===== config.mk =====
export PLATFORM = sky130hd
export DESIGN_NAME = first_match_acl_table
export DESIGN_NICKNAME = d
export VERILOG_FILES = /design/src/design/fmacl_pkg.sv /design/src/design/first_match_acl_table.sv /design/src/design/fmacl_store.sv
export SDC_FILE = /design/constraint.sdc
export NUM_CORES = 1
export LEC_CHECK = 0
export BUFFER_PORTS_ARGS = -buffer_cell sky130_fd_sc_hd__buf_2
export CORE_ASPECT_RATIO = 0.7
export CORE_UTILIZATION = 50
export CTS_CLUSTER_DIAMETER = 120
export DETAILED_ROUTE_END_ITERATION = 6
export PLACE_DENSITY = 0.68
export SYNTH_ARGS = -nofsm -noshare
export SYNTH_HDL_FRONTEND = slang
export SYNTH_SLANG_ARGS = --single-unit
export TNS_END_PERCENT = 30

===== constraint.sdc =====
create_clock -name clk -period 2.9 [get_ports clk]
set_input_delay 0 -clock clk [delete_from_list [all_inputs] [get_ports clk]]
set_output_delay 0 -clock clk [all_outputs]
set_load 0.01 [all_outputs]

===== src/design/fmacl_pkg.sv =====
// Shared types and constants for the first-match access control table.
// Used by fmacl_store and first_match_acl_table; no dependencies.
package fmacl_pkg;

	localparam int TABLE_DEPTH = 32;
	localparam int ID_BITS     = 8;
	localparam int IDX_W       = (TABLE_DEPTH > 1) ? $clog2(TABLE_DEPTH) : 1;
	localparam int CNT_W       = $clog2(TABLE_DEPTH + 1);

	typedef enum logic [1:0] {
		ACT_APPEND  = 2'd0,
		ACT_DEFAULT = 2'd1,
		ACT_LOOKUP  = 2'd2
	} action_t;

	typedef enum logic {
		ST_IDLE,
		ST_SCAN
	} state_t;

	typedef struct packed {
		logic [ID_BITS-1:0] id;
		logic               pol;
	} rule_t;

	typedef struct packed {
		logic             we;
		logic [IDX_W-1:0] waddr;
		rule_t            wdata;
		logic             re;
		logic [IDX_W-1:0] raddr;
	} mem_req_t;

endpackage


===== src/design/first_match_acl_table.sv =====
// First-match access control table: sequencer, result register and rule store.
// Append, action code 3 and operations on an empty table answer in the cycle after start.
// Lookup and set-default scan the stored rules through the single read port,
// one per cycle, a lookup stopping at its first match; busy is high until the
// answer, so no new word is taken while a scan runs.
// One word per answer, shown for one cycle with done; the receiver cannot stall.
// Reset (arst_n low, asynchronous) empties the table and sets the default to deny.
module first_match_acl_table
	import fmacl_pkg::*;
(
	input  logic       clk,
	input  logic       arst_n,
	input  logic       start,
	output logic       busy,
	input  logic [1:0] action,
	input  logic [7:0] command_id,
	input  logic       rule_policy,
	output logic       done,
	output logic       decision,
	output logic       status
);

	state_t             state_q, state_d;
	logic               lookup_q, lookup_d;
	logic [ID_BITS-1:0] id_q, id_d;
	logic               pol_q, pol_d;
	logic               dflt_q, dflt_d;
	logic [CNT_W-1:0]   cnt_q, cnt_d;
	logic [CNT_W-1:0]   rd_q, rd_d;
	logic [CNT_W-1:0]   wr_q, wr_d;
	logic               rdv_s1, rdv_d;
	logic               done_q, done_d;
	logic               dec_q, dec_d;
	logic               stat_q, stat_d;

	mem_req_t req;
	rule_t    rdata;
	logic     need_scan, hit, last, finish, keep;

	fmacl_store u_store (
		.clk   (clk),
		.req   (req),
		.rdata (rdata)
	);

	assign need_scan = ((action == ACT_DEFAULT) || (action == ACT_LOOKUP)) &&
		(cnt_q != '0);
	assign hit    = rdv_s1 && lookup_q && (rdata.id == id_q);
	assign last   = rdv_s1 && (rd_q == cnt_q);
	assign finish = hit || last;
	assign keep   = rdv_s1 && !lookup_q && (rdata.pol != pol_q);

	always_comb begin
		state_d = state_q;
		unique case (state_q)
			ST_IDLE: begin
				if (start && need_scan) state_d = ST_SCAN;
			end
			ST_SCAN: begin
				if (finish) state_d = ST_IDLE;
			end
			default: state_d = ST_IDLE;
		endcase
	end

	always_comb begin
		req      = '0;
		lookup_d = lookup_q;
		id_d     = id_q;
		pol_d    = pol_q;
		dflt_d   = dflt_q;
		cnt_d    = cnt_q;
		rd_d     = rd_q;
		wr_d     = wr_q;
		rdv_d    = 1'b0;
		done_d   = 1'b0;
		dec_d    = 1'b0;
		stat_d   = 1'b0;
		unique case (state_q)
			ST_IDLE: begin
				if (start) begin
					lookup_d = (action == ACT_LOOKUP);
					id_d     = command_id[ID_BITS-1:0];
					pol_d    = rule_policy;
					rd_d     = '0;
					wr_d     = '0;
					case (action)
						ACT_APPEND: begin
							done_d = 1'b1;
							if (cnt_q == CNT_W'(TABLE_DEPTH)) begin
								stat_d = 1'b1;
							end else begin
								req.we          = 1'b1;
								req.waddr       = cnt_q[IDX_W-1:0];
								req.wdata.id    = command_id[ID_BITS-1:0];
								req.wdata.pol   = rule_policy;
								cnt_d           = cnt_q + 1'b1;
							end
						end
						ACT_DEFAULT: begin
							dflt_d = rule_policy;
							if (cnt_q == '0) done_d = 1'b1;
						end
						ACT_LOOKUP: begin
							if (cnt_q == '0) begin
								done_d = 1'b1;
								dec_d  = dflt_q;
							end
						end
						default: done_d = 1'b1;
					endcase
				end
			end
			ST_SCAN: begin
				req.re    = (rd_q != cnt_q);
				req.raddr = rd_q[IDX_W-1:0];
				rd_d      = rd_q + CNT_W'(req.re);
				rdv_d     = req.re && !finish;
				if (keep) begin
					req.we    = 1'b1;
					req.waddr = wr_q[IDX_W-1:0];
					req.wdata = rdata;
					wr_d      = wr_q + 1'b1;
				end
				if (hit) begin
					done_d = 1'b1;
					dec_d  = rdata.pol;
				end else if (last) begin
					done_d = 1'b1;
					dec_d  = lookup_q ? dflt_q : 1'b0;
					if (!lookup_q) cnt_d = wr_q + CNT_W'(keep);
				end
			end
			default: ;
		endcase
	end

	always_ff @(posedge clk or negedge arst_n) begin
		if (!arst_n) begin
			state_q <= ST_IDLE;
			dflt_q  <= 1'b0;
			cnt_q   <= '0;
			rdv_s1  <= 1'b0;
			done_q  <= 1'b0;
		end else begin
			state_q <= state_d;
			dflt_q  <= dflt_d;
			cnt_q   <= cnt_d;
			rdv_s1  <= rdv_d;
			done_q  <= done_d;
		end
	end

	always_ff @(posedge clk) begin
		lookup_q <= lookup_d;
		id_q     <= id_d;
		pol_q    <= pol_d;
		rd_q     <= rd_d;
		wr_q     <= wr_d;
		dec_q    <= dec_d;
		stat_q   <= stat_d;
	end

	assign busy     = (state_q != ST_IDLE);
	assign done     = done_q;
	assign decision = dec_q;
	assign status   = stat_q;

endmodule


===== src/design/fmacl_store.sv =====
// Rule storage: one write port and one registered read port.
// Depends on fmacl_pkg.
module fmacl_store
	import fmacl_pkg::*;
(
	input  logic     clk,
	input  mem_req_t req,
	output rule_t    rdata
);

	rule_t mem [TABLE_DEPTH];
	rule_t rdata_q;

	always_ff @(posedge clk) begin
		if (req.we) begin
			mem[req.waddr] <= req.wdata;
		end
		if (req.re) begin
			rdata_q <= mem[req.raddr];
		end
	end

	assign rdata = rdata_q;

endmodule


==> impl_metrics.toml, run 1 <==
[setup_path]
cp-start-kind = "register"
end_kind = "register"
crit_fanout = 8
cp.arrival_ns = 3.00
critPathRequiredTime_ns = 3.18
crit_type = "reg -> reg"

[routing]
num_vias = 7638
detail-route-antenna-nets = 0
drt_iter0_drc = 1051
vias_per_cell = 6.160
wl_per_cell_um = 25.56
wl_mm = 31.69
drc = 0
drt_first_pass_iters = 5

[logic_synthesis]
async_reset_ff_frac = 0.03021
synth_area_leader_cell = "edfxtp_1"
yosys.area_share.adder = 0.009258
syn_avg_cell_area_um2 = 17.62
synth_fp_nets = 791
muxShareOfSynthArea = 0.1180
yosysUniqueCellTypes = 51
syn-instance-count = 767
synth_compound_area_frac = 0.05601
synthSimpleGateAreaFrac = 0.04916
synthXorXnorAreaFrac = 0.01685
synth_warnings = 0
synth_top_family_by_area = "multiplexers"
yosysTopAreaCellShare = 0.7088
yosysSeqAreaShare = 0.7303
synth_most_common_cell = "edfxtp_1"
synth-main-ff-cell = "edfxtp_1"
ys_ff_latch = 331
synth_commonest_cells = "319 x edfxtp_1, 62 x o22ai_1, 57 x mux2i_1, 57 x nor2_1, 45 x mux4_2"
synth_area_leaders = "edfxtp_1 71%, mux4_2 7.5%, mux2i_1 4.2%"
synth_area_mm2 = 0.01351
synth_edf_count = 319

[timing]
worst_slack_ns = 0.1758
hold_violations = 0
fin_crit_ns = 2.724
maxSlewHeadroom = 0.3827
finalCritPeriodShare = 0.9394
tightest_slew_ns = 0.9226
slew_viol_final = 0
setup_tns_ns = 0
finalClockSkew_ns = 0.01809
rsz0062_at_grt = "false"
fmax_mhz = 367.1
setup_viol = 0

[placed_design]
dp_hpwl_mm = 20.73
dp.cells = 1172
io_buffers = 17
post-place-ws_ns = 0.2098
globalplace.congestion = 0.9513

[grt]
antenna_found_initial = 0
grt_start_max_net_pins = 54
grt_remaining_overflow = 0
first_global_vias = 7387
track_usage = 0.2368
grt_pass1_wl_mm = 47.36

[clock_tree]
clk_latency_ns = 0.57
cts_made_buffers = 29
clk_pin_slew_worst_paths_ns = 0.07
clkSinkCount = 331
root_buffer = "clkbuf_16"
cts_tree = "done"
clock_path_buffers = 3
h-tree-depth = 1
post_cts_buffers = 0

[floorplanning]
floorplan.rows = 49
start_util = 0.5174
dieArea_mm2 = 0.02770
fp.dieW_um = 198.5
io_pins = 18
core_area_mm2 = 0.02612
die_h_um = 139.6

[flow_run]
maxCapViolCount = 0

[outcome]
outcome = "completed"

[layout]
drive_gt1_frac = 0.2186
n_antenna_cell = 0
num-nets-final = 885
syn2layout_area_growth_pct = 15.45
final_cells = 1240

[power]
vdd_ir_drop_max_mv = 0.6659
power_density_mw_per_mm2 = 1025
cellLeakagePower_nw = 5.388

[hold_path]
hold_path.class = "in -> reg"
## layout by cell type (no fill, tap or decap), types with 4 or more instances in the layout
cell / n
a21oi_1: 4
a22o_1: 12
and2_1: 5
and3_1: 4
buf_2: 17
buf_4: 72
bufinv_16: 8
clkbuf_16: 29
clkinv_1: 4
clkinv_2: 7
dfrtp_1: 10
dlygate4sd3_1: 15
edfxtp_1: 319
ha_1: 10
inv_1: 9
mux2i_1: 57
mux4_2: 45
nand2_1: 21
nand3_1: 12
nand3b_1: 4
nor2_1: 57
nor3_1: 5
o21ai_0: 5
o22ai_1: 62
o31ai_1: 8
or3_1: 12
xnor2_1: 12
xor2_1: 14
## power breakdown
group	switching (mW)	total [mW]	internal [mW]
clock	1.69	4.23	2.54
sequential	0.390	6.50	6.12
combinational	3.13	5.26	2.13
total	5.21	16.0	10.8
## layer usage
metal	track usage	vias up	wire, um
met3	0.06883	51	3752
met4	0.04413	0	499
met2	0.3271	451	13320
met5	0	-	0
met1	0.3744	3868	14120
li1	-	3268	-
## per-stage QoR
stage | hold WS (ns) | utilization | instance area (um^2) | total power [mW]
2_1_floorplan | -0.2956 | - | 13510 | 9.877
3_3_place_gp | -0.1233 | 0.5515 | 14410 | 11.63
3_5_place_dp | -0.1131 | 0.5515 | 14410 | 11.74
4_1_cts | 0.1556 | 0.5974 | 15600 | 15.97
5_1_grt | 0.1764 | 0.5974 | 15600 | 16.58
6_report | 0.1844 | 0.5974 | 15600 | 16.00
## state kept, by name, indices dropped and copies added (netlist names), 6 cells and up
register and cells:
rd_q 6, id_q 8, u_store.mem 288, cnt_q 6
u_store.rdata 9, wr_q 6
## cell families after synthesis
group,count (synthesis)
compound gates,109
xor+xnor,26
simple gates,135
fa+ha+maj,10
flops,331
buf+inv,53
mux,103
## layout make-up
type                            count  area, um^2
Fill cell                        1879       10520
Timing Repair Buffer              107       835.8
Multi-Input combinational cell    383        3369
Sequential cell                   331        9869
Tap cell                          357       446.7
Clock inverter                     22       314.1
Inverter                            9       33.78
Clock buffer                       31       733.2
## critical path, cell delays in order (launching register included)
cell and delay [ns]:
dfrtp_1 0.42, inv_1 0.12, ha_1 0.18, nor4b_4 0.25
a21oi_2 0.12, a22o_1 0.28, or3_1 0.60, nor2_1 0.26
buf_4 0.21
## path summary, 6_finish.rpt
path,from,endpoint,slack (ns),cells past startpoint
hold reg to reg,dflt_q,dflt_q,0.56,1
min in group asynchronous,arst_n,cnt_q[1],0.54,3
max in group asynchronous,arst_n,cnt_q[4],1.98,3
hold / removal,command_id[6],id_q[6],0.18,2
setup / recovery,cnt_q[0],u_store.mem[5][5],0.18,8
setup reg to reg,cnt_q[0],u_store.mem[5][5],0.18,8
## repair_timing
action                                 4_1_cts  5_1_grt
endpoints found under the hold margin       33        0
resized for setup                            0        0
hold buffers                                15        0
(Power assumes the default switching activity.)
==> run 2, diff against run 1 <==
- CORE_ASPECT_RATIO: 0.7 -> default
==> impl_metrics.toml, run 2 (synthesized netlist as in run 1, its figures left out) <==
[outcome]
outcome = "finished with violations"
violations = "design-rule violations"

[placed_design]
dp_hpwl_mm = 19.68
globalplace.congestion = 0.8914
io_buffers = 17
post_dp_cell_area_mm2 = 0.01425

[floorplanning]
start_util = 0.5142
dieArea_mm2 = 0.02769
io_pins = 18
fp.dieW_um = 166.4
floorplan.rows = 59
core_area_mm2 = 0.02628
die_h_um = 166.4

[layout]
n_antenna_cell = 0
mostFrequentLayoutCells = "319 x edfxtp_1, 62 x o22ai_1, 57 x nor2_1, 57 x mux2i_1, 52 x buf_4"
fillers = 1936
final_cell_area_mm2 = 0.01544
layout_commonest_cell = "edfxtp_1"
regMostFlops = "u_store.mem"
drive_gt1_frac = 0.2023
num-nets-final = 871
largest_reg_flops = 288
syn2layout_area_growth_pct = 14.24

[routing]
vias_per_cell = 6.232
drt_iter0_drc = 866
wl_per_cell_um = 25.66
detail-route-antenna-nets = 0
drc = 4
wl_mm = 30.92
num_vias = 7509
drt_first_pass_iters = 7

[timing]
finalCritPeriodShare = 0.9503
finalClockSkew_ns = 0.02223
rsz0062_at_grt = "false"
fin_crit_ns = 2.756
hold_violations = 0
setup_tns_ns = 0
fmax_mhz = 362.9
tightest_slew_ns = 0.7931
slew_viol_final = 0
setup_viol = 0
maxSlewHeadroom = 0.4693

[setup_path]
path_buf_inv = 1
crit_type = "reg -> reg"
critPathRequiredTime_ns = 3.12
slowest_delay_ns = 0.65
cp-start-kind = "register"
worstRegToRegCells = 7
crit_chain = "xor2_1 -> and3b_1 -> ha_1 -> a32oi_1 -> or3_1 -> nor2_1 -> buf_4"
critical-path-slowest-cell = "or3_1"
cp.arrival_ns = 2.98
path_depth = 7
end_kind = "register"
crit_fanout = 9
path_delay_family = "simple AND/OR/NAND/NOR gates"

[clock_tree]
h-tree-depth = 2
cts_made_buffers = 35
clkSinkCount = 331
clk_latency_ns = 0.51
cts_tree = "done"
clock_path_buffers = 3
root_buffer = "clkbuf_16"
clk_pin_slew_worst_paths_ns = 0.06

[power]
power_density_mw_per_mm2 = 1001
cellLeakagePower_nw = 5.303
vdd_ir_drop_max_mv = 0.5994

[grt]
antenna_found_initial = 0
track_usage = 0.2303
grt_start_max_net_pins = 64
grt_pass1_wl_mm = 47.05
grt_remaining_overflow = 0
first_global_vias = 7582

[hold_path]
whs_path_depth = 2
hold_path.class = "in -> reg"

[flow_run]
maxCapViolCount = 0
run 2: path summary, 6_finish.rpt:
path                                       start                 end  slack [ns]
worst min-delay path               command_id[7]             id_q[7]        0.23
worst min register to register            dflt_q              dflt_q        0.56
min in group asynchronous                 arst_n              dflt_q        0.53
worst max-delay path            u_store.rdata[0]  u_store.mem[29][7]        0.14
max in group asynchronous                 arst_n                busy        2.01
worst max register to register  u_store.rdata[0]  u_store.mem[29][7]        0.14
run 2: area by class of cell:
cell class	count	area, um^2	area share
clock buffer	41	898.4	0.05819
inverter	9	33.78	0.002188
clock inverter	19	147.6	0.009563
tap	335	419.2	0.02715
multi-input combinational	383	3374	0.2186
sequential	331	9869	0.6393
timing repair buffer	87	695.7	0.04506
run 2: report_power, final:
| group | internal (mW) | total, mW | switching, mW |
|---|---|---|---|
| Combinational | 1.96 | 4.82 | 2.86 |
| Sequential | 6.12 | 6.51 | 0.388 |
| Clock | 2.39 | 4.13 | 1.74 |
run 2: layer usage:
metal / vias to the layer above / wire (um) / global-route usage
li1: 3231 / - / -
met1: 3835 / 12710 / 0.3221
met2: 380 / 15100 / 0.3736
met3: 63 / 2295 / 0.03646
met4: 0 / 819 / 0.07327
met5: - / 0 / 0
run 2: repair_timing:
item	in CTS	in global routing
resized for setup	0	1
hold buffers	14	0
hold endpoints to repair	29	0
setup buffers	0	0
setup endpoints to repair	0	52
run 2: per-stage QoR:
step / worst slack, ns / power [mW] / utilization / instances / hold WS, ns
floorplan: 0.3592 / 9.877 / - / 767 / -0.2956
global placement: 0.3161 / 11.25 / 0.5421 / 1131 / -0.1218
detailed placement: 0.1364 / 11.38 / 0.5421 / 1131 / -0.1089
CTS: 0.1376 / 15.48 / 0.5873 / 1205 / 0.2296
global route: 0.008000 / 16.07 / 0.5875 / 1205 / 0.2401
finish: 0.1442 / 15.45 / 0.5875 / 1205 / 0.2299
==> run 3, diff against run 2 <==
- SETUP_SLACK_MARGIN: default -> 0.5
- SLEW_MARGIN: default -> 25
- TNS_END_PERCENT: 30 -> default
==> impl_metrics.toml, run 3 (synthesized netlist as in run 1, its figures left out) <==
[power]
total_power_mw = 15.85
cellLeakagePower_nw = 5.489
vdd_ir_drop_max_mv = 0.5476
power_density_mw_per_mm2 = 995.4

[layout]
num-nets-final = 900
mostFrequentLayoutCells = "319 x edfxtp_1, 62 x o22ai_1, 57 x mux2i_1, 55 x buf_4, 45 x mux4_2"
final_cells = 1234
fillers = 1876
regMostFlops = "u_store.mem"
syn2layout_area_growth_pct = 17.83
largest_reg_flops = 288
drive_gt1_frac = 0.2659
n_antenna_cell = 0
layout_commonest_cell = "edfxtp_1"

[placed_design]
io_buffers = 17
globalplace.congestion = 0.8914
dp.cells = 1131
dp_hpwl_mm = 19.68

[setup_path]
cp.arrival_ns = 2.70
critPathRequiredTime_ns = 3.12
crit_type = "reg -> reg"
timing.rr.start = "u_store.rdata[0]"
crit_fanout = 5
end_kind = "register"
worstRegToRegCells = 8
r2r_end = "u_store.mem[0][6]"
cp-start-kind = "register"
rrSetupSlack_ns = 0.41

[timing]
fmax_mhz = 402.0
fin_crit_ns = 2.487
rsz0062_at_grt = "true"
finalClockSkew_ns = 0.02268
slew_viol_final = 0
tightest_slew_ns = 0.8079
hold_slack_ns = 0.2341
maxSlewHeadroom = 0.4597
setup_tns_ns = 0
finalCritPeriodShare = 0.8577
hold_violations = 0
setup_viol = 0

[routing]
drt_first_pass_iters = 7
wl_per_cell_um = 25.73
num_vias = 7683
wl_mm = 31.75
drc = 4
drt_iter0_drc = 915
detail-route-antenna-nets = 0
vias_per_cell = 6.226

[clock_tree]
h-tree-depth = 2
clock_path_buffers = 3
cts_made_buffers = 35
cts_tree = "done"
root_buffer = "clkbuf_16"
clkSinkCount = 331
clk_latency_ns = 0.52
clk_pin_slew_worst_paths_ns = 0.06

[floorplanning]
io_pins = 18
floorplan.rows = 59
start_util = 0.5142
die_h_um = 166.4
core_area_mm2 = 0.02628
fp.dieW_um = 166.4
dieArea_mm2 = 0.02769

[grt]
antenna_found_initial = 0
grt_remaining_overflow = 0
grt_start_max_net_pins = 64
track_usage = 0.2330
first_global_vias = 7704
grt_pass1_wl_mm = 47.56

[hold_path]
hold_end = "id_q[7]"
hold_start = "command_id[7]"
whs_path_depth = 2
hold_path.class = "in -> reg"

[flow_run]
maxCapViolCount = 0

[outcome]
violations = "design-rule violations"
outcome = "finished with violations"
run 3: cell count changes in the layout (fill, tap and decap cells not counted), moves of 3 or more:
cell | before | now
buf_4 | 52 | 55
buf_6 | 0 | 23
nand2_1 | 21 | 15
nand2_2 | 2 | 8
nor2_1 | 57 | 42
nor2_2 | 0 | 3
nor2_4 | 0 | 12
run 3: how the worst max path moves through the flow:
stage / startpoint / end / slack (ns) / cells past startpoint
floorplan: cnt_q[0] / u_store.mem[0][0] / 0.36 / 8
global placement: cnt_q[0] / u_store.mem[24][7] / 0.32 / 8
detailed placement: cnt_q[0] / u_store.mem[24][3] / 0.14 / 8
CTS: cnt_q[0] / u_store.mem[4][7] / 0.50 / 9
global route: cnt_q[0] / u_store.mem[0][0] / 0.37 / 10
finish: u_store.rdata[0] / u_store.mem[0][6] / 0.41 / 8
run 3: area by class of cell:
| class | count | area [um^2] | share of cell area |
|---|---|---|---|
| Sequential cell | 331 | 9872 | 0.6199 |
| Multi-Input combinational cell | 383 | 3531 | 0.2217 |
| Timing Repair Buffer | 116 | 1022 | 0.06419 |
| Clock buffer | 41 | 898.4 | 0.05642 |
| Tap cell | 335 | 419.2 | 0.02632 |
| Clock inverter | 19 | 147.6 | 0.009272 |
| Inverter | 9 | 33.78 | 0.002121 |
run 3: what timing repair did:
action	CTS	global route
hold buffers	14	0
endpoints found under the setup margin	157	290
endpoints found under the hold margin	29	0
cloned	8	6
buffers inserted	12	3
resized for setup	44	52
pin swaps	6	12
run 3: metal layers:
metal / share of wire / up-vias / GRT usage
met2: 0.49 / 359 / 0.3787
met5: 0 / - / 0
met3: 0.066 / 73 / 0.04028
li1: - / 3301 / -
met1: 0.42 / 3950 / 0.3224
met4: 0.029 / 0 / 0.07568
run 3: critical path, stage by stage (launching register included):
cell	delay, ns
edfxtp_1	0.44
xor2_2	0.21
and3b_1	0.19
ha_2	0.21
a32o_2	0.25
or3_4	0.46
buf_8	0.19
nor2_4	0.11
buf_6	0.14
run 3: where the power goes:
part / switching, mW / internal, mW
clock network: 1.73 / 2.39
registers: 0.378 / 6.12
logic: 3.05 / 2.18
run 3: through the flow:
stage | util | area, um^2 | setup slack (ns)
floorplan | - | 13510 | 0.3592
global placement | 0.5421 | 14250 | 0.3161
detailed placement | 0.5421 | 14250 | 0.1364
CTS | 0.5969 | 15690 | 0.4987
global route | 0.6059 | 15920 | 0.3730
finish | 0.6059 | 15920 | 0.4127
